File: src/design/bankers_safety_check_core_defines.svh
// ---------------------------------------------------------------------------
// Banker's safety check assertion macros
// Concurrent assertion wrappers shared by the safety check RTL. They are
// compiled away in synthesis.
// ---------------------------------------------------------------------------
`ifndef BANKERS_SAFETY_CHECK_CORE_DEFINES_SVH
`define BANKERS_SAFETY_CHECK_CORE_DEFINES_SVH

`ifndef SYNTHESIS
// Same-cycle implication, disabled during reset.
`define BSC_ASSERT_IMPL(label, clk, rst, ante, cons) \
   label: assert property (@(posedge clk) disable iff (rst) (ante) |-> (cons)) \
      else $error("bsc assertion failed");
// Next-cycle implication, disabled during reset.
`define BSC_ASSERT_NEXT(label, clk, rst, ante, cons) \
   label: assert property (@(posedge clk) disable iff (rst) (ante) |=> (cons)) \
      else $error("bsc assertion failed");
`else
`define BSC_ASSERT_IMPL(label, clk, rst, ante, cons)
`define BSC_ASSERT_NEXT(label, clk, rst, ante, cons)
`endif

`endif

File: src/design/bsc_pkg.sv
// ---------------------------------------------------------------------------
// Banker's safety check package
// Sizes, codes and controller/datapath types shared by the safety check.
// ---------------------------------------------------------------------------
package bsc_pkg;

   localparam int PROCS      = 8;
   localparam int RES        = 4;
   localparam int VALUE_BITS = 8;

   localparam int PROC_BITS   = (PROCS > 1) ? $clog2(PROCS) : 1;
   localparam int RES_BITS    = (RES > 1) ? $clog2(RES) : 1;
   localparam int NPROC_BITS  = $clog2(PROCS + 1);
   localparam int NRES_BITS   = $clog2(RES + 1);
   localparam int WORK_BITS   = VALUE_BITS + 3;
   localparam int MEM_DEPTH   = PROCS * RES;
   localparam int ADDR_BITS   = (MEM_DEPTH > 1) ? $clog2(MEM_DEPTH) : 1;

   // Fixed field widths of the channels.
   localparam int MODE_BITS     = 2;
   localparam int PIDX_BITS     = 3;
   localparam int RIDX_BITS     = 2;
   localparam int FIELD_BITS    = 8;
   localparam int OPROC_BITS    = 3;
   localparam int CSR_IDX_BITS  = 2;
   localparam int CSR_DATA_BITS = 4;
   localparam int APROCS_BITS   = 4;
   localparam int ARES_BITS     = 3;

   localparam logic [MODE_BITS-1:0] MODE_LOAD_ROW  = 2'd0;
   localparam logic [MODE_BITS-1:0] MODE_LOAD_FREE = 2'd1;
   localparam logic [MODE_BITS-1:0] MODE_RUN       = 2'd2;

   localparam logic [CSR_IDX_BITS-1:0] CSR_ACTIVE_PROCS = 2'd0;
   localparam logic [CSR_IDX_BITS-1:0] CSR_ACTIVE_RES   = 2'd1;

   localparam logic [APROCS_BITS-1:0] ACTIVE_PROCS_RESET = 4'd5;
   localparam logic [ARES_BITS-1:0]   ACTIVE_RES_RESET   = 3'd3;

   typedef enum logic [2:0] {
      ST_IDLE,
      ST_SCAN,
      ST_CMP,
      ST_DECIDE,
      ST_RLS_RD,
      ST_RLS_ADD,
      ST_EMIT
   } state_type;

   typedef struct packed {
      logic write_row;
      logic write_free;
      logic start;
      logic rd_issue;
      logic cmp;
      logic res_next;
      logic adv_proc;
      logic record;
      logic release_alloc;
      logic load_rsp;
   } cmd_type;

   typedef struct packed {
      logic proc_finished;
      logic last_res;
      logic last_proc;
      logic last_pass;
      logic fit;
      logic out_free;
      logic emit_last;
   } status_type;

endpackage

File: src/design/bsc_req_if.sv
// ---------------------------------------------------------------------------
// Banker's safety check request channel
// Valid/ready channel carrying one load or run item per beat.
// ---------------------------------------------------------------------------
interface bsc_req_if import bsc_pkg::*; ();
   logic                  valid;
   logic                  ready;
   logic [MODE_BITS-1:0]  mode;
   logic [PIDX_BITS-1:0]  proc_index;
   logic [RIDX_BITS-1:0]  res_index;
   logic [FIELD_BITS-1:0] allocated;
   logic [FIELD_BITS-1:0] maximum_claim;
   logic [FIELD_BITS-1:0] free_units;

   modport source (
      output valid, mode, proc_index, res_index, allocated, maximum_claim, free_units,
      input  ready
   );
   modport sink (
      input  valid, mode, proc_index, res_index, allocated, maximum_claim, free_units,
      output ready
   );
endinterface

File: src/design/bsc_rsp_if.sv
// ---------------------------------------------------------------------------
// Banker's safety check response channel
// Valid/ready channel carrying one entry of the safe sequence per beat.
// ---------------------------------------------------------------------------
interface bsc_rsp_if import bsc_pkg::*; ();
   logic                  valid;
   logic                  ready;
   logic [OPROC_BITS-1:0] order_proc;
   logic                  entry_present;
   logic                  all_safe;
   logic                  last;

   modport source (
      output valid, order_proc, entry_present, all_safe, last,
      input  ready
   );
   modport sink (
      input  valid, order_proc, entry_present, all_safe, last,
      output ready
   );
endinterface

File: src/design/bsc_csr_if.sv
// ---------------------------------------------------------------------------
// Banker's safety check register write channel
// Valid/ready channel carrying a register index and write data per beat.
// ---------------------------------------------------------------------------
interface bsc_csr_if import bsc_pkg::*; ();
   logic                     valid;
   logic                     ready;
   logic [CSR_IDX_BITS-1:0]  index;
   logic [CSR_DATA_BITS-1:0] data;

   modport source (output valid, index, data, input ready);
   modport sink   (input valid, index, data, output ready);
endinterface

File: src/design/bankers_safety_check_core.sv
// ---------------------------------------------------------------------------
// Banker's safety check core
// Loads are modes 0 and 1; one item can be accepted per cycle while the controller is idle.
// Each entry that a run visits in the single-ported row memory costs a read and
// then a compare or an add.
// Synchronous active-high reset: registers 5 and 3, empty work vector, no results.
// ---------------------------------------------------------------------------
`include "bankers_safety_check_core_defines.svh"

// A run item starts a scan that the controller walks one resource of one
// process at a time: a row memory read, then a compare of the need against
// the work vector. A process whose needs all fit is recorded in the order
// buffer, and a second sweep over its row adds its allocation to the work
// vector with saturation. After active_procs passes the order buffer is
// drained through the response register, one beat per cycle while the sink
// is ready. The last beat carries the all-safe flag. When nothing could
// finish, a single beat with no entry and last set is sent.
//
// The request channel is ready only while the controller is idle and out of
// reset; the response register holds the final beat of a run, so the next
// item can be taken while that beat is still waiting. Register writes are
// taken on every cycle outside reset.
module bankers_safety_check_core import bsc_pkg::*; (
   input logic        clock,
   input logic        reset,
   bsc_req_if.sink    req_ch,
   bsc_rsp_if.source  rsp_ch,
   bsc_csr_if.sink    csr_ch
);

   cmd_type    cmd;
   status_type status;

   // Register writes are to be issued only while the block is idle; the block does
   // not enforce it. The write channel never pushes back once reset is released.
   assign csr_ch.ready = !reset;

   bsc_ctrl u_ctrl (
      .clock     (clock),
      .reset     (reset),
      .req_valid (req_ch.valid),
      .req_mode  (req_ch.mode),
      .req_ready (req_ch.ready),
      .status    (status),
      .cmd       (cmd)
   );

   bsc_datapath u_datapath (
      .clock             (clock),
      .reset             (reset),
      .cmd               (cmd),
      .status            (status),
      .req_proc_index    (req_ch.proc_index),
      .req_res_index     (req_ch.res_index),
      .req_allocated     (req_ch.allocated),
      .req_maximum_claim (req_ch.maximum_claim),
      .req_free_units    (req_ch.free_units),
      .csr_we            (csr_ch.valid),
      .csr_index         (csr_ch.index),
      .csr_data          (csr_ch.data),
      .rsp_ready         (rsp_ch.ready),
      .rsp_valid         (rsp_ch.valid),
      .rsp_order_proc    (rsp_ch.order_proc),
      .rsp_entry_present (rsp_ch.entry_present),
      .rsp_all_safe      (rsp_ch.all_safe),
      .rsp_last          (rsp_ch.last)
   );

   // A run beat keeps the request side closed on the following cycle.
   `BSC_ASSERT_NEXT(a_run_blocks_req, clock, reset, req_ch.valid && req_ch.ready && (req_ch.mode == MODE_RUN), !req_ch.ready)
   // An all-safe report only ever rides on the final beat of a run.
   `BSC_ASSERT_IMPL(a_safe_on_last, clock, reset, rsp_ch.valid && rsp_ch.all_safe, rsp_ch.last && rsp_ch.entry_present)
   // A beat without an entry is the lone, unsafe report of a run.
   `BSC_ASSERT_IMPL(a_empty_is_last, clock, reset, rsp_ch.valid && !rsp_ch.entry_present, rsp_ch.last && !rsp_ch.all_safe)

endmodule

File: src/design/bsc_ctrl.sv
// ---------------------------------------------------------------------------
// Banker's safety check controller
// Sequences loads, the pass/process/resource scan and the result drain.
// ---------------------------------------------------------------------------
module bsc_ctrl import bsc_pkg::*; (
   input  logic                 clock,
   input  logic                 reset,
   input  logic                 req_valid,
   input  logic [MODE_BITS-1:0] req_mode,
   output logic                 req_ready,
   input  status_type           status,
   output cmd_type              cmd
);

   state_type state_ff;
   state_type state_in;
   logic      scan_done;

   always_ff @(posedge clock) begin
      if (reset) begin
         state_ff <= ST_IDLE;
      end else begin
         state_ff <= state_in;
      end
   end

   // The scan ends when the last process of the last pass has been handled.
   assign scan_done = status.last_proc && status.last_pass;

   always_comb begin
      state_in  = state_ff;
      cmd       = '0;
      req_ready = 1'b0;
      case (state_ff)
         ST_IDLE: begin
            // Nothing is taken while reset is held.
            req_ready = !reset;
            if (req_valid && !reset) begin
               case (req_mode)
                  MODE_LOAD_ROW:  cmd.write_row  = 1'b1;
                  MODE_LOAD_FREE: cmd.write_free = 1'b1;
                  MODE_RUN: begin
                     cmd.start = 1'b1;
                     state_in  = ST_SCAN;
                  end
                  default: ;
               endcase
            end
         end
         ST_SCAN: begin
            if (status.proc_finished) begin
               cmd.adv_proc = 1'b1;
               state_in     = scan_done ? ST_EMIT : ST_SCAN;
            end else begin
               cmd.rd_issue = 1'b1;
               state_in     = ST_CMP;
            end
         end
         ST_CMP: begin
            cmd.cmp      = 1'b1;
            cmd.res_next = 1'b1;
            state_in     = status.last_res ? ST_DECIDE : ST_SCAN;
         end
         ST_DECIDE: begin
            if (status.fit) begin
               cmd.record = 1'b1;
               state_in   = ST_RLS_RD;
            end else begin
               cmd.adv_proc = 1'b1;
               state_in     = scan_done ? ST_EMIT : ST_SCAN;
            end
         end
         ST_RLS_RD: begin
            cmd.rd_issue = 1'b1;
            state_in     = ST_RLS_ADD;
         end
         ST_RLS_ADD: begin
            cmd.release_alloc = 1'b1;
            cmd.res_next      = 1'b1;
            if (status.last_res) begin
               cmd.adv_proc = 1'b1;
               state_in     = scan_done ? ST_EMIT : ST_SCAN;
            end else begin
               state_in = ST_RLS_RD;
            end
         end
         ST_EMIT: begin
            if (status.out_free) begin
               cmd.load_rsp = 1'b1;
               if (status.emit_last) begin
                  state_in = ST_IDLE;
               end
            end
         end
         default: state_in = ST_IDLE;
      endcase
   end

endmodule

File: src/design/bsc_datapath.sv
// ---------------------------------------------------------------------------
// Banker's safety check datapath
// Holds the tables, work vector, scan counters, order buffer and the
// response register; acts on controller commands.
// ---------------------------------------------------------------------------
module bsc_datapath import bsc_pkg::*; (
   input  logic                     clock,
   input  logic                     reset,
   input  cmd_type                  cmd,
   output status_type               status,
   input  logic [PIDX_BITS-1:0]     req_proc_index,
   input  logic [RIDX_BITS-1:0]     req_res_index,
   input  logic [FIELD_BITS-1:0]    req_allocated,
   input  logic [FIELD_BITS-1:0]    req_maximum_claim,
   input  logic [FIELD_BITS-1:0]    req_free_units,
   input  logic                     csr_we,
   input  logic [CSR_IDX_BITS-1:0]  csr_index,
   input  logic [CSR_DATA_BITS-1:0] csr_data,
   input  logic                     rsp_ready,
   output logic                     rsp_valid,
   output logic [OPROC_BITS-1:0]    rsp_order_proc,
   output logic                     rsp_entry_present,
   output logic                     rsp_all_safe,
   output logic                     rsp_last
);

   // Configuration registers.
   logic [APROCS_BITS-1:0] active_procs_ff;
   logic [ARES_BITS-1:0]   active_res_ff;
   logic [NPROC_BITS-1:0]  nproc;
   logic [NRES_BITS-1:0]   nres;

   // Allocation and maximum claim share one row memory, {alloc, max}.
   logic [2*VALUE_BITS-1:0] row_mem_ff [MEM_DEPTH];
   logic [2*VALUE_BITS-1:0] rd_data_ff;
   logic [ADDR_BITS-1:0]    wr_addr;
   logic [ADDR_BITS-1:0]    rd_addr;
   logic                    row_in_range;

   logic [VALUE_BITS-1:0] free_ff [RES];
   logic [WORK_BITS-1:0]  work_ff [RES];
   logic [PROCS-1:0]      finished_ff;
   logic [PROC_BITS-1:0]  order_ff [PROCS];

   logic [PROC_BITS-1:0]  proc_ff;
   logic [PROC_BITS-1:0]  pass_ff;
   logic [RES_BITS-1:0]   res_ff;
   logic                  fit_ff;
   logic [NPROC_BITS-1:0] count_ff;
   logic [PROC_BITS-1:0]  oidx_ff;

   logic [VALUE_BITS-1:0] rd_alloc;
   logic [VALUE_BITS-1:0] rd_max;
   logic [VALUE_BITS-1:0] need;
   logic                  need_fits;
   logic [WORK_BITS:0]    work_sum;
   logic [WORK_BITS-1:0]  work_sat;

   logic                  rsp_valid_ff;
   logic [OPROC_BITS-1:0] rsp_proc_ff;
   logic                  rsp_present_ff;
   logic                  rsp_safe_ff;
   logic                  rsp_last_ff;

   // Register writes; indexes beyond the list are ignored.
   always_ff @(posedge clock) begin
      if (reset) begin
         active_procs_ff <= ACTIVE_PROCS_RESET;
         active_res_ff   <= ACTIVE_RES_RESET;
      end else if (csr_we) begin
         case (csr_index)
            CSR_ACTIVE_PROCS: active_procs_ff <= csr_data[APROCS_BITS-1:0];
            CSR_ACTIVE_RES:   active_res_ff   <= csr_data[ARES_BITS-1:0];
            default: ;
         endcase
      end
   end

   // Clamp the active counts to 1..PROCS and 1..RES.
   always_comb begin
      if (active_procs_ff == '0) begin
         nproc = NPROC_BITS'(1);
      end else if (int'(active_procs_ff) > PROCS) begin
         nproc = NPROC_BITS'(PROCS);
      end else begin
         nproc = NPROC_BITS'(active_procs_ff);
      end
      if (active_res_ff == '0) begin
         nres = NRES_BITS'(1);
      end else if (int'(active_res_ff) > RES) begin
         nres = NRES_BITS'(RES);
      end else begin
         nres = NRES_BITS'(active_res_ff);
      end
   end

   assign row_in_range = (int'(req_proc_index) < PROCS) && (int'(req_res_index) < RES);
   assign wr_addr = ADDR_BITS'(req_proc_index) * ADDR_BITS'(RES) + ADDR_BITS'(req_res_index);
   assign rd_addr = ADDR_BITS'(proc_ff) * ADDR_BITS'(RES) + ADDR_BITS'(res_ff);

   always_ff @(posedge clock) begin
      if (cmd.write_row && row_in_range) begin
         row_mem_ff[wr_addr] <= {req_allocated[VALUE_BITS-1:0],
                                 req_maximum_claim[VALUE_BITS-1:0]};
      end
      if (cmd.rd_issue) begin
         rd_data_ff <= row_mem_ff[rd_addr];
      end
   end

   always_ff @(posedge clock) begin
      if (cmd.write_free && (int'(req_res_index) < RES)) begin
         free_ff[RES_BITS'(req_res_index)] <= req_free_units[VALUE_BITS-1:0];
      end
   end

   assign rd_alloc  = rd_data_ff[2*VALUE_BITS-1:VALUE_BITS];
   assign rd_max    = rd_data_ff[VALUE_BITS-1:0];
   assign need      = (rd_max > rd_alloc) ? (rd_max - rd_alloc) : '0;
   assign need_fits = WORK_BITS'(need) <= work_ff[res_ff];
   assign work_sum  = {1'b0, work_ff[res_ff]} + (WORK_BITS+1)'(rd_alloc);
   assign work_sat  = work_sum[WORK_BITS] ? '1 : work_sum[WORK_BITS-1:0];

   // Work vector: loaded from the free counts at start, grown on release.
   always_ff @(posedge clock) begin
      if (reset) begin
         for (int i = 0; i < RES; i++) begin
            work_ff[i] <= '0;
         end
      end else if (cmd.start) begin
         for (int i = 0; i < RES; i++) begin
            work_ff[i] <= (i < int'(nres)) ? WORK_BITS'(free_ff[i]) : '0;
         end
      end else if (cmd.release_alloc) begin
         work_ff[res_ff] <= work_sat;
      end
   end

   // Scan counters and the per-process fit flag. Moving to the next process
   // restarts the resource counter, so it takes precedence over a resource step.
   always_ff @(posedge clock) begin
      if (reset) begin
         proc_ff     <= '0;
         pass_ff     <= '0;
         res_ff      <= '0;
         fit_ff      <= 1'b1;
         finished_ff <= '0;
         count_ff    <= '0;
      end else if (cmd.start) begin
         proc_ff     <= '0;
         pass_ff     <= '0;
         res_ff      <= '0;
         fit_ff      <= 1'b1;
         finished_ff <= '0;
         count_ff    <= '0;
      end else begin
         if (cmd.cmp) begin
            fit_ff <= fit_ff & need_fits;
         end
         if (cmd.record) begin
            finished_ff[proc_ff] <= 1'b1;
            count_ff             <= count_ff + NPROC_BITS'(1);
         end
         if (cmd.adv_proc) begin
            res_ff <= '0;
            fit_ff <= 1'b1;
            if (status.last_proc) begin
               proc_ff <= '0;
               pass_ff <= pass_ff + PROC_BITS'(1);
            end else begin
               proc_ff <= proc_ff + PROC_BITS'(1);
            end
         end else if (cmd.res_next) begin
            res_ff <= status.last_res ? '0 : res_ff + RES_BITS'(1);
         end
      end
   end

   always_ff @(posedge clock) begin
      if (cmd.record) begin
         order_ff[count_ff[PROC_BITS-1:0]] <= proc_ff;
      end
   end

   // Response register, decoupled from the scan by its own valid bit.
   always_ff @(posedge clock) begin
      if (reset) begin
         rsp_valid_ff <= 1'b0;
         oidx_ff      <= '0;
      end else begin
         if (cmd.start) begin
            oidx_ff <= '0;
         end else if (cmd.load_rsp) begin
            oidx_ff <= oidx_ff + PROC_BITS'(1);
         end
         if (cmd.load_rsp) begin
            rsp_valid_ff <= 1'b1;
         end else if (rsp_ready) begin
            rsp_valid_ff <= 1'b0;
         end
      end
   end

   always_ff @(posedge clock) begin
      if (cmd.load_rsp) begin
         rsp_proc_ff    <= (count_ff == '0) ? '0 : OPROC_BITS'(order_ff[oidx_ff]);
         rsp_present_ff <= count_ff != '0;
         rsp_last_ff    <= status.emit_last;
         rsp_safe_ff    <= status.emit_last && (count_ff == nproc);
      end
   end

   assign rsp_valid         = rsp_valid_ff;
   assign rsp_order_proc    = rsp_proc_ff;
   assign rsp_entry_present = rsp_present_ff;
   assign rsp_all_safe      = rsp_safe_ff;
   assign rsp_last          = rsp_last_ff;

   assign status.proc_finished = finished_ff[proc_ff];
   assign status.last_res      = (NRES_BITS'(res_ff) + NRES_BITS'(1)) == nres;
   assign status.last_proc     = (NPROC_BITS'(proc_ff) + NPROC_BITS'(1)) == nproc;
   assign status.last_pass     = (NPROC_BITS'(pass_ff) + NPROC_BITS'(1)) == nproc;
   assign status.fit           = fit_ff;
   assign status.out_free      = !rsp_valid_ff || rsp_ready;
   assign status.emit_last     = (count_ff == '0) ||
                                 ((NPROC_BITS'(oidx_ff) + NPROC_BITS'(1)) == count_ff);

endmodule

File: src/flat_wrapper.sv
// flat-port wrapper written by rule: the top's interface ports become plain ports
module bankers_safety_check_core_flat import bsc_pkg::*;
  (clock, reset, req_ch_valid, req_ch_mode, req_ch_proc_index, req_ch_res_index, req_ch_allocated, req_ch_maximum_claim, req_ch_free_units, req_ch_ready, rsp_ch_valid, rsp_ch_order_proc, rsp_ch_entry_present, rsp_ch_all_safe, rsp_ch_last, rsp_ch_ready, csr_ch_valid, csr_ch_index, csr_ch_data, csr_ch_ready);
  bsc_req_if req_ch_i ();
  bsc_rsp_if rsp_ch_i ();
  bsc_csr_if csr_ch_i ();
  input logic clock;
  input logic reset;
  input wire logic [$bits(req_ch_i.valid)-1:0] req_ch_valid;
  input wire logic [$bits(req_ch_i.mode)-1:0] req_ch_mode;
  input wire logic [$bits(req_ch_i.proc_index)-1:0] req_ch_proc_index;
  input wire logic [$bits(req_ch_i.res_index)-1:0] req_ch_res_index;
  input wire logic [$bits(req_ch_i.allocated)-1:0] req_ch_allocated;
  input wire logic [$bits(req_ch_i.maximum_claim)-1:0] req_ch_maximum_claim;
  input wire logic [$bits(req_ch_i.free_units)-1:0] req_ch_free_units;
  output wire logic [$bits(req_ch_i.ready)-1:0] req_ch_ready;
  output wire logic [$bits(rsp_ch_i.valid)-1:0] rsp_ch_valid;
  output wire logic [$bits(rsp_ch_i.order_proc)-1:0] rsp_ch_order_proc;
  output wire logic [$bits(rsp_ch_i.entry_present)-1:0] rsp_ch_entry_present;
  output wire logic [$bits(rsp_ch_i.all_safe)-1:0] rsp_ch_all_safe;
  output wire logic [$bits(rsp_ch_i.last)-1:0] rsp_ch_last;
  input wire logic [$bits(rsp_ch_i.ready)-1:0] rsp_ch_ready;
  input wire logic [$bits(csr_ch_i.valid)-1:0] csr_ch_valid;
  input wire logic [$bits(csr_ch_i.index)-1:0] csr_ch_index;
  input wire logic [$bits(csr_ch_i.data)-1:0] csr_ch_data;
  output wire logic [$bits(csr_ch_i.ready)-1:0] csr_ch_ready;
  assign req_ch_i.valid = req_ch_valid;
  assign req_ch_i.mode = req_ch_mode;
  assign req_ch_i.proc_index = req_ch_proc_index;
  assign req_ch_i.res_index = req_ch_res_index;
  assign req_ch_i.allocated = req_ch_allocated;
  assign req_ch_i.maximum_claim = req_ch_maximum_claim;
  assign req_ch_i.free_units = req_ch_free_units;
  assign req_ch_ready = req_ch_i.ready;
  assign rsp_ch_valid = rsp_ch_i.valid;
  assign rsp_ch_order_proc = rsp_ch_i.order_proc;
  assign rsp_ch_entry_present = rsp_ch_i.entry_present;
  assign rsp_ch_all_safe = rsp_ch_i.all_safe;
  assign rsp_ch_last = rsp_ch_i.last;
  assign rsp_ch_i.ready = rsp_ch_ready;
  assign csr_ch_i.valid = csr_ch_valid;
  assign csr_ch_i.index = csr_ch_index;
  assign csr_ch_i.data = csr_ch_data;
  assign csr_ch_ready = csr_ch_i.ready;
  bankers_safety_check_core u_core (.clock(clock), .reset(reset), .req_ch(req_ch_i), .rsp_ch(rsp_ch_i), .csr_ch(csr_ch_i));
endmodule
File: config.mk
export PLATFORM = sky130hd
export DESIGN_NAME = bankers_safety_check_core_flat
export DESIGN_NICKNAME = d
export VERILOG_FILES = /design/src/design/bsc_pkg.sv /design/src/design/bsc_req_if.sv /design/src/design/bsc_rsp_if.sv /design/src/design/bsc_csr_if.sv /design/src/design/bankers_safety_check_core.sv /design/src/design/bsc_ctrl.sv /design/src/design/bsc_datapath.sv /design/src/flat_wrapper.sv
export VERILOG_INCLUDE_DIRS = /design/src /design/src/design
export SDC_FILE = /design/constraint.sdc
export NUM_CORES = 1
export LEC_CHECK = 0
export ABC_AREA = 1
export BUFFER_PORTS_ARGS = -buffer_cell sky130_fd_sc_hd__buf_2
export CORE_MARGIN = 2
export CORE_UTILIZATION = 59
export CTS_BUF_LIST = sky130_fd_sc_hd__clkbuf_8
export CTS_CLUSTER_DIAMETER = 200
export DETAILED_ROUTE_END_ITERATION = 7
export PLACE_DENSITY_LB_ADDON = 0.08
export SLEW_MARGIN = 20
export SYNTH_ARGS = -nofsm -noshare
export SYNTH_HDL_FRONTEND = slang
export SYNTH_SLANG_ARGS = --single-unit
File: constraint.sdc
create_clock -name clock -period 2.8 [get_ports clock]
set_clock_uncertainty 0.2 [all_clocks]
set_input_delay 0.56 -clock clock [delete_from_list [all_inputs] [get_ports clock]]
set_output_delay 0.56 -clock clock [all_outputs]
set_load 0.02 [all_outputs]
# Yosys cells after proc, flatten, opt, wreduce, memory -nomap -nowiden
# Memory sizes are Yosys's and may differ from the RTL's. A register that Yosys moved wholly into a read port is not among the register bits.
# Cells that the tools add are included.
# word_totals
ramBits	612
out_inout_bits	9
in_bits	42
memories	4
elab_cells	160
reg_bits	38
# classes
n_reduce_logical	24
n_mux	71
n_eq_ne	18
bitwise	6
magnitude_cmp	10
addsub	13
# memory_table
name	depth	word_bits	rd	rd_clocked_by_memory_dff	write_ports	line_no	text
u_core.u_datapath.row_mem_ff	32	16	1	1	1	bsc_datapath.sv:34	logic [2*VALUE_BITS-1:0] row_mem_ff [MEM_DEPTH];
u_core.u_datapath.work_ff	4	11	1	1	4	bsc_datapath.sv:41	logic [WORK_BITS-1:0] work_ff [RES];
u_core.u_datapath.free_ff	4	8	4	0	1	bsc_datapath.sv:40	logic [VALUE_BITS-1:0] free_ff [RES];
u_core.u_datapath.order_ff	8	3	1	1	1	bsc_datapath.sv:43	logic [PROC_BITS-1:0] order_ff [PROCS];
# ops
cell	n
$mux 11	6
$mux 8	5
$mux 3	13
$mux 1	35
$pmux 3 s7	1
$eq 4x4->1	4
$add 11x8->12	1
$add 3x1->4 const B	3
$le 8x11->1	1
$reduce_or 11->1	1
$add 5x2->5	2
$mux 2	5
$add 3x1->3 const B	3
$eq 3x3->1 const B	3
$gt 8x8->1	1
$logic_not 4->1	2
$mux 4	2
$or 8x8->8	1
$sub 8x8->8	1
$eq 3x2->1 const B	2
$logic_not 3->1	2
$lt 1x3->1 const A	2
$lt 2x3->1 const A	2
$reduce_and 2->1	3
other kinds (28)	41

# Depth between registers and ports, before layout
# Gate-level depths: netlist of the first run.
# depth
ltp_word	9
mapped_depth	18
depth_no_buf	18

# Hierarchy
# From an unflattened synthesis of the first run, not the netlist that was laid out.
# unflattened
cells_unflattened	2460
area_unflattened_um2	28264.6
# by_module_without_submodules
mod	n_inst	cells_each	area_each_um2	seq_area_each_um2
bsc_datapath	1	2391	27888.0	19718.9
bsc_ctrl	1	68	372.9	60.1
bankers_safety_check_core	1	1	3.8	0.0

# Worst setup path before layout of the first run
# Ideal clock, no wire load.
# synth_path
kind	reg2reg
from	reg (tool-made name)
to	mem u_core.u_datapath.work_ff[0][10] (netlist bit) (data pin)
path_buffers	2
arrival_time_ns	2.527
slack_ns	-0.187
synth_period_minus_slack_ns	2.987
t_required_ns	2.341
setup_time_ns	0.259
path_stages_with_launch	18
cell_sequence	dfxtp_1 buf_6 clkbuf_1 o21ai_0 o22ai_1 ha_1 inv_1 fa_1 inv_1 nand3_1 nand2_1 nand4_1 nand2_1 nand2_1 nand2_1 nand2_1 nor2_1 nor2_1
# synth_lines
element	line_no
end, declared	bsc_datapath.sv:41

# Worst setup path in the final report of the first run
# layout_path
from	reg u_core.u_datapath.rd_data_ff[8] (read register of u_core.u_datapath.row_mem_ff)
to	reg u_core.u_datapath.fit_ff
# layout_via
elab_chain_len	4
elab_cells_between_ends	5
classes_between	add/sub (1); order compare (2); mux (1); bitwise (1)
# layout_rtl
element	line_no	text
start, declared	bsc_datapath.sv:35	logic [2*VALUE_BITS-1:0] rd_data_ff;
$sub 8x8->8 / $gt 8x8->1 (equally long branches)	bsc_datapath.sv:119	assign need = (rd_max > rd_alloc) ? (rd_max - rd_alloc) : '0;
$mux 8 *	bsc_datapath.sv:119	
$le 8x11->1 *	bsc_datapath.sv:120	assign need_fits = WORK_BITS'(need) <= work_ff[res_ff];
$and 1x1->1 *	bsc_datapath.sv:158	fit_ff <= fit_ff & need_fits;
end signal, assigned	bsc_datapath.sv:158	
end, declared	bsc_datapath.sv:48	logic fit_ff;
# Mark *: on every way between the ends. The rest lies on a longest branch, timed or not.
# A chain may end at the register's enable or synchronous reset.

==> results.ini, run 1 <==
[finish]
fillers = 3296
design_area_um2 = 32470
utilization = 0.6960
area_growth_pct = 16.11
diodes = 0
drive_above_1_share = 0.1779
fin_nets = 2613

[synthesis]
syn_area_per_cell_um2 = 12.11
synthDistinctLibCells = 50
synth_area_leader_cell = edfxtp_1
synth_nets = 2387
seq_area_frac_synth = 0.7072
yosys_warnings = 0
ys_ff_latch = 671
netlist_area_um2 = 27970
syn_inst = 2310
synth_top_area_frac = 0.6807
synth_area_leaders = edfxtp_1 68%, nor2_1 5.5%, o21ai_0 5.0%

[clock_network]
cts_root_buffer = clkbuf_8
cts_tree = built
cts_max_level = 3
cts.reportedPaths.clkPinSlew_ns = 0.06
cts.sinks = 671
clk_path_buf_depth = 3
cts_buffers = 104
clk_latency_ns = 0.70

[worst_setup_path]
cp_data_required_time_ns = 3.23
crit_arrival_ns = 3.28
worstSetupStartpoint = u_core.u_datapath.rd_data_ff[8]$_DFFE_PP_
end_kind = flop
cp_max_fo = 6
r2r-start = u_core.u_datapath.rd_data_ff[8]$_DFFE_PP_
criticalPathCategory = flop to flop
worstSetupStartpointType = flop

[global_routing]
grt_max_degree = 151
antenna_found_initial = 1
grt_usage = 0.2819
grt_overflow_total = 0
grt_pass1_wl_um = 105200
grt_pass1_vias = 18360

[worst_hold_path]
hp-start = csr_ch_valid
hp-class = primary input to flop

[place]
io_buffer_count = 50
gp_congestion = 0.8923
hpwlAfterDp_um = 42480
dpl_worst_slack_ns = -0.1591
place_area_um2 = 29970

[timing]
fin_crit_sh = 1.016
setup_ws_ns = -0.04442
finalHoldViolations = 0
fin_tns_setup_ns = -0.04442
slew_viol_final = 0
fmax_mhz = 351.6
fin_crit_ns = 2.844
slew_headroom = 0.2996
setup_violations = 1
grt_setup_unrepaired = true
tightestPinTransition_ns = 1.045

[floorplanning]
fp-row-count = 79
die_w_um = 221.7
io_pins = 51
die-area_um2 = 49160
dieHeight_um = 221.7
start_util = 0.5994
core-area_um2 = 46650

[route]
first_iter_violations = 2362
drt-total-wl_um = 69730
wl_per_cell_um = 21.61
ant_nets = 0
remaining_drc_errors = 4
dr.pass1.iters = 7
vias = 19100
vias_per_cell = 5.918

[pwr]
irDropWorstVdd_uv = 443.1
pwr_density_cell_nw_per_um2 = 609.7
p_leak_nw = 11.92

[status]
status = finished, violations left
violations = DRC, setup timing

[flow_run]
maxCapViolCount = 0

## power breakdown
part / leakage [nW] / internal [mW] / switching, mW / total (mW)
clock network: 1.12 / 3.65 / 3.71 / 7.36
logic: 4.72 / 0.487 / 0.872 / 1.36
registers: 6.07 / 11.0 / 0.0379 / 11.1
total: 11.9 / 15.2 / 4.62 / 19.8
## logic make-up (layout without fill, tap and decap cells)
family / after synthesis / count (layout) / synth area share
buf+inv: 210 / 520 / 0.03364
simple gates: 821 / 821 / 0.1215
fa+ha+maj: 35 / 35 / 0.01620
flops: 671 / 671 / 0.7072
compound gates: 556 / 556 / 0.1161
xor+xnor: 17 / 17 / 0.005324
## cell type report
| class | count | area (um2) | area share |
|---|---|---|---|
| Sequential cell | 671 | 19790 | 0.6095 |
| Inverter | 96 | 380.4 | 0.01171 |
| Clock buffer | 107 | 1473 | 0.04535 |
| Clock inverter | 83 | 400.4 | 0.01233 |
| Timing Repair Buffer | 234 | 2088 | 0.06431 |
| Multi-Input combinational cell | 1429 | 7580 | 0.2334 |
| Tap cell | 607 | 759.5 | 0.02339 |
## path summary, 6_finish.rpt
kind / to / slack (ns) / cells past startpoint
hold / removal: u_core.u_datapath.active_procs_ff[0]$_SDFFE_PP1P_ / 0.09 / 5
hold reg to reg: u_core.u_datapath.active_procs_ff[0]$_SDFFE_PP1P_ / 0.28 / 2
setup reg to reg: u_core.u_datapath.fit_ff$_SDFFE_PP1P_ / -0.04 / 17
setup / recovery: u_core.u_datapath.fit_ff$_SDFFE_PP1P_ / -0.04 / 17
## per-stage QoR
stage	instances	hold slack, ns	power, mW
4_1_cts	3219	0.03260	19.79
3_5_place_dp	3007	0.2626	12.48
2_1_floorplan	2310	0.2231	11.96
5_1_grt	3227	0.09354	20.47
3_3_place_gp	3007	0.2581	12.45
6_report	3227	0.09220	19.80
## placed cells by master (no fill, tap or decap), types with 15 or more instances in the layout
master and count:
edfxtp_1 634, nor2_1 400, nand2_1 282, o21ai_0 280, o22ai_1 131, buf_4 129, inv_1 117, clkbuf_8 107
a22o_1 56, buf_2 50, nand3_1 49, a21oi_1 45, dfxtp_1 33, buf_12 30, ha_1 26, nand2_2 23
dlygate4sd3_1 21, clkinv_1 19, clkinv_2 18, inv_2 15, nor2_2 15
## sequential cells by signal, summed over array words and instances (netlist names), 4 cells and up, named ones only
| register | flops |
|---|---|
| u_core.u_datapath.active_procs_ff | 4 |
| u_core.u_datapath.count_ff | 4 |
| u_core.u_datapath.work_ff | 44 |
| u_core.u_datapath.free_ff | 32 |
| u_core.u_datapath.rd_data_ff | 16 |
| u_core.u_datapath.order_ff | 24 |
| u_core.u_datapath.row_mem_ff | 512 |
| u_core.u_datapath.finished_ff | 8 |
## per-layer routing
metal | global-route usage | wire [um]
met5 | 0 | 10
met3 | 0.05049 | 5132
met1 | 0.3763 | 28430
met2 | 0.4679 | 34080
met4 | 0.1044 | 2079
## repair_timing
action / CTS / global route
endpoints found under the setup margin: 15 / 45
pin swaps: 1 / 13
hold buffers: 21 / 0
setup buffers: 1 / 7
cloned: 0 / 1
endpoints found under the hold margin: 41 / 0
gates resized for setup: 10 / 68
## cells in the mapped netlist, drive strengths merged
cell and number:
ha 33, nor3 14, xor2 13, or2 5, clkbuf 64, nor2 420
or3 1, buf 50, o22a 1, inv 94, nor4 1, nand2 309
o22ai 132, a21o 3, clkinv 2, fa 2, nor3b 2, o21bai 1
dfxtp 37, nand4 12, edfxtp 634, nand3b 1, nand3 56, a21oi 52
o211ai 4, a22o 56, o21ai 290, a32oi 8, xnor2 4, a31oi 8
o221ai 1
## worst max-delay path: stages (launching register included)
cell and delay [ns]:
edfxtp_1 0.39, ha_2 0.20, fa_2 0.36, o21ai_2 0.14
inv_1 0.06, o221ai_2 0.13, nand2_2 0.09, buf_4 0.16
nor2_1 0.11, ha_1 0.26, nand2_2 0.12, nor2_1 0.06
nor2_1 0.09, nand3_1 0.09, a21o_1 0.16, nand2_1 0.06
nand2_1 0.04, nand2_1 0.05
No activity file was read; power rests on OpenSTA's default activity.
==> run 2: changes to the inputs <==
--- a/config.mk
+++ b/config.mk
@@ -14,6 +14,7 @@
 export CTS_CLUSTER_DIAMETER = 200
 export DETAILED_ROUTE_END_ITERATION = 7
 export PLACE_DENSITY_LB_ADDON = 0.08
+export REMOVE_ABC_BUFFERS = 1
 export SLEW_MARGIN = 20
 export SYNTH_ARGS = -nofsm -noshare
 export SYNTH_HDL_FRONTEND = slang
==> run 2 against run 1 <==
- the run still ends with DRC, setup timing left
- clock-buffer cell count increased by 1
- routed wire length decreased by 2.5%
- non-clock buffer count decreased by 5
- flip-flop and latch count unchanged
- global-route usage decreased by 0.64 points
- clock power increased by 6.7%
- final area decreased by 0.19%
- via count decreased by 0.42%
- core utilization decreased by 0.13 points
- fmax decreased by 1.6%
- total power increased by 2.4%
- critical path type unchanged
- largest power group unchanged
- highest routed layer is now met4
==> results.ini, run 2 (synthesis results as in run 1) <==
[global_routing]
grt_pass1_vias = 18310
grt_overflow_total = 0
antenna_found_initial = 2
grt_pass1_wl_um = 103700
grt_usage = 0.2755
grt_max_degree = 129

[worst_setup_path]
crit_buf_inv = 1
worstSetupStartpointType = flop
criticalPathCategory = flop to flop
cp_data_required_time_ns = 3.25
crit_arrival_ns = 3.34
path_delay_family = adder cells
crit_path_cell_trace = ha_2 > fa_2 > o21ai_2 > buf_4 > nand2_2 > nand2_2 > a21oi_2 > xor2_1 > nor2_1 > ha_1 > nand2_2 > nor2_1 > nor2_1 > nand3_1 > a21o_1 > nand2_1 > nand2_1 > nand2_1
cp_slowest_cell = edfxtp_1
critPathMaxStageDelay_ns = 0.40
end_kind = flop
cp_max_fo = 3

[timing]
setup_ws_ns = -0.09180
slew_headroom = 0.4231
fin_crit_ns = 2.892
fmax_mhz = 345.8
grt_setup_unrepaired = true
slew_viol_final = 0
tightestPinTransition_ns = 0.8606
setup_violations = 1
fin_crit_sh = 1.033
finalHoldViolations = 0
fin_tns_setup_ns = -0.09180

[clock_network]
clk_latency_ns = 0.71
cts.sinks = 671
cts.reportedPaths.clkPinSlew_ns = 0.07
cts_max_level = 3
cts_tree = built
clk_path_buf_depth = 3
cts_buffers = 103
cts_root_buffer = clkbuf_8

[finish]
fin_nets = 2607
mostFrequentLayoutCells = 634 x edfxtp_1, 408 x nor2_1, 279 x o21ai_0
mostFrequentLayoutCell = edfxtp_1
largest_reg_flops = 512
fillers = 3339
drive_above_1_share = 0.1768
area_growth_pct = 15.89
largest_register = u_core.u_datapath.row_mem_ff
largest_registers = u_core.u_datapath.row_mem_ff: 512 flops, u_core.u_datapath.work_ff: 44 flops, u_core.u_datapath.free_ff: 32 flops

[route]
remaining_drc_errors = 10
dr.pass1.iters = 8
vias = 19020
drt-total-wl_um = 67990
first_iter_violations = 1820
ant_nets = 0
wl_per_cell_um = 21.11
vias_per_cell = 5.904

[floorplanning]
core-area_um2 = 46650
io_pins = 51
fp-row-count = 79
die-area_um2 = 49160
dieHeight_um = 221.7
die_w_um = 221.7
start_util = 0.5994

[place]
io_buffer_count = 50
gp_congestion = 0.8942
hpwlAfterDp_um = 42120

[pwr]
p_leak_nw = 11.95
p_total_mw = 20.28
pwr_density_cell_nw_per_um2 = 625.6
irDropWorstVdd_uv = 662.3

[status]
status = finished, violations left
violations = DRC, setup timing

[worst_hold_path]
hp-class = primary input to flop

[flow_run]
maxCapViolCount = 0

==> run 2: metal layers <==
metal  share of wire  global-route usage  wire (um)  up-vias
met1            0.41              0.3724      27890     9242
li1                -                   -          -     8823
met3           0.075             0.05751       5075      158
met4           0.035              0.1075       2357        0
met2            0.48              0.4431      32670      793
met5               0                   0          0        -
==> run 2: repair_timing <==
| item | CTS | global route |
|---|---|---|
| endpoints found under the hold margin | 40 | 0 |
| hold buffers | 14 | 0 |
| gates resized for setup | 11 | 71 |
| cloned | 0 | 2 |
| setup endpoints to repair | 36 | 45 |
| pin swaps | 2 | 29 |
| setup buffers | 1 | 8 |
==> run 2: worst register-to-register path, cell delays in order (launching register included) <==
cell and delay (ns):
edfxtp_1 0.40, ha_2 0.22, fa_2 0.40, o21ai_2 0.15, buf_4 0.13, nand2_2 0.05, nand2_2 0.07, a21oi_2 0.05
xor2_1 0.15, nor2_1 0.07, ha_1 0.31, nand2_2 0.10, nor2_1 0.05, nor2_1 0.08, nand3_1 0.08, a21o_1 0.18
nand2_1 0.06, nand2_1 0.04, nand2_1 0.05
==> run 2: worst paths after layout <==
check                                                                       start                                                 to  slack [ns]  depth (start not counted)
worst min register to register  u_core.u_datapath.active_procs_ff[0]$_SDFFE_PP1P_  u_core.u_datapath.active_procs_ff[0]$_SDFFE_PP1P_        0.28                          2
worst max-delay path                    u_core.u_datapath.rd_data_ff[8]$_DFFE_PP_              u_core.u_datapath.fit_ff$_SDFFE_PP1P_       -0.09                         18
worst min-delay path                                                        reset             u_core.u_ctrl.state_ff[0]$_SDFFE_PP0P_        0.04                          3
worst max register to register          u_core.u_datapath.rd_data_ff[8]$_DFFE_PP_              u_core.u_datapath.fit_ff$_SDFFE_PP1P_       -0.09                         18
==> run 2: layout make-up <==
type / instances / area (um2) / area share
tap: 607 / 759.5 / 0.02343
antenna: 1 / 2.502 / 0.00007721
clock inverter: 80 / 509.2 / 0.01571
inverter: 96 / 377.9 / 0.01166
timing repair buffer: 229 / 1949 / 0.06015
clock buffer: 108 / 1486 / 0.04586
multi-input combinational: 1429 / 7531 / 0.2324
sequential: 671 / 19790 / 0.6107
==> run 2: power by group <==
group | internal (mW) | total [mW] | leakage [nW] | switching [mW]
Combinational | 0.491 | 1.35 | 4.71 | 0.860
Sequential | 11.0 | 11.1 | 6.07 | 0.0372
Clock | 4.14 | 7.85 | 1.16 | 3.72
==> run 2: metrics by stage <==
step / area, um2 / std cells / setup WS (ns) / util / hold slack [ns]
4_1_cts: 32020 / 3210 / -0.01200 / 0.6863 / 0.005315
6_report: 32410 / 3221 / -0.09180 / 0.6947 / 0.04451
5_1_grt: 32410 / 3220 / -0.3568 / 0.6946 / 0.02829
3_5_place_dp: 29830 / 3007 / -0.1549 / 0.6394 / 0.2564
2_1_floorplan: 27390 / 2196 / -5.226 / - / 0.2231
3_3_place_gp: 29830 / 3007 / -0.07494 / 0.6394 / 0.2526
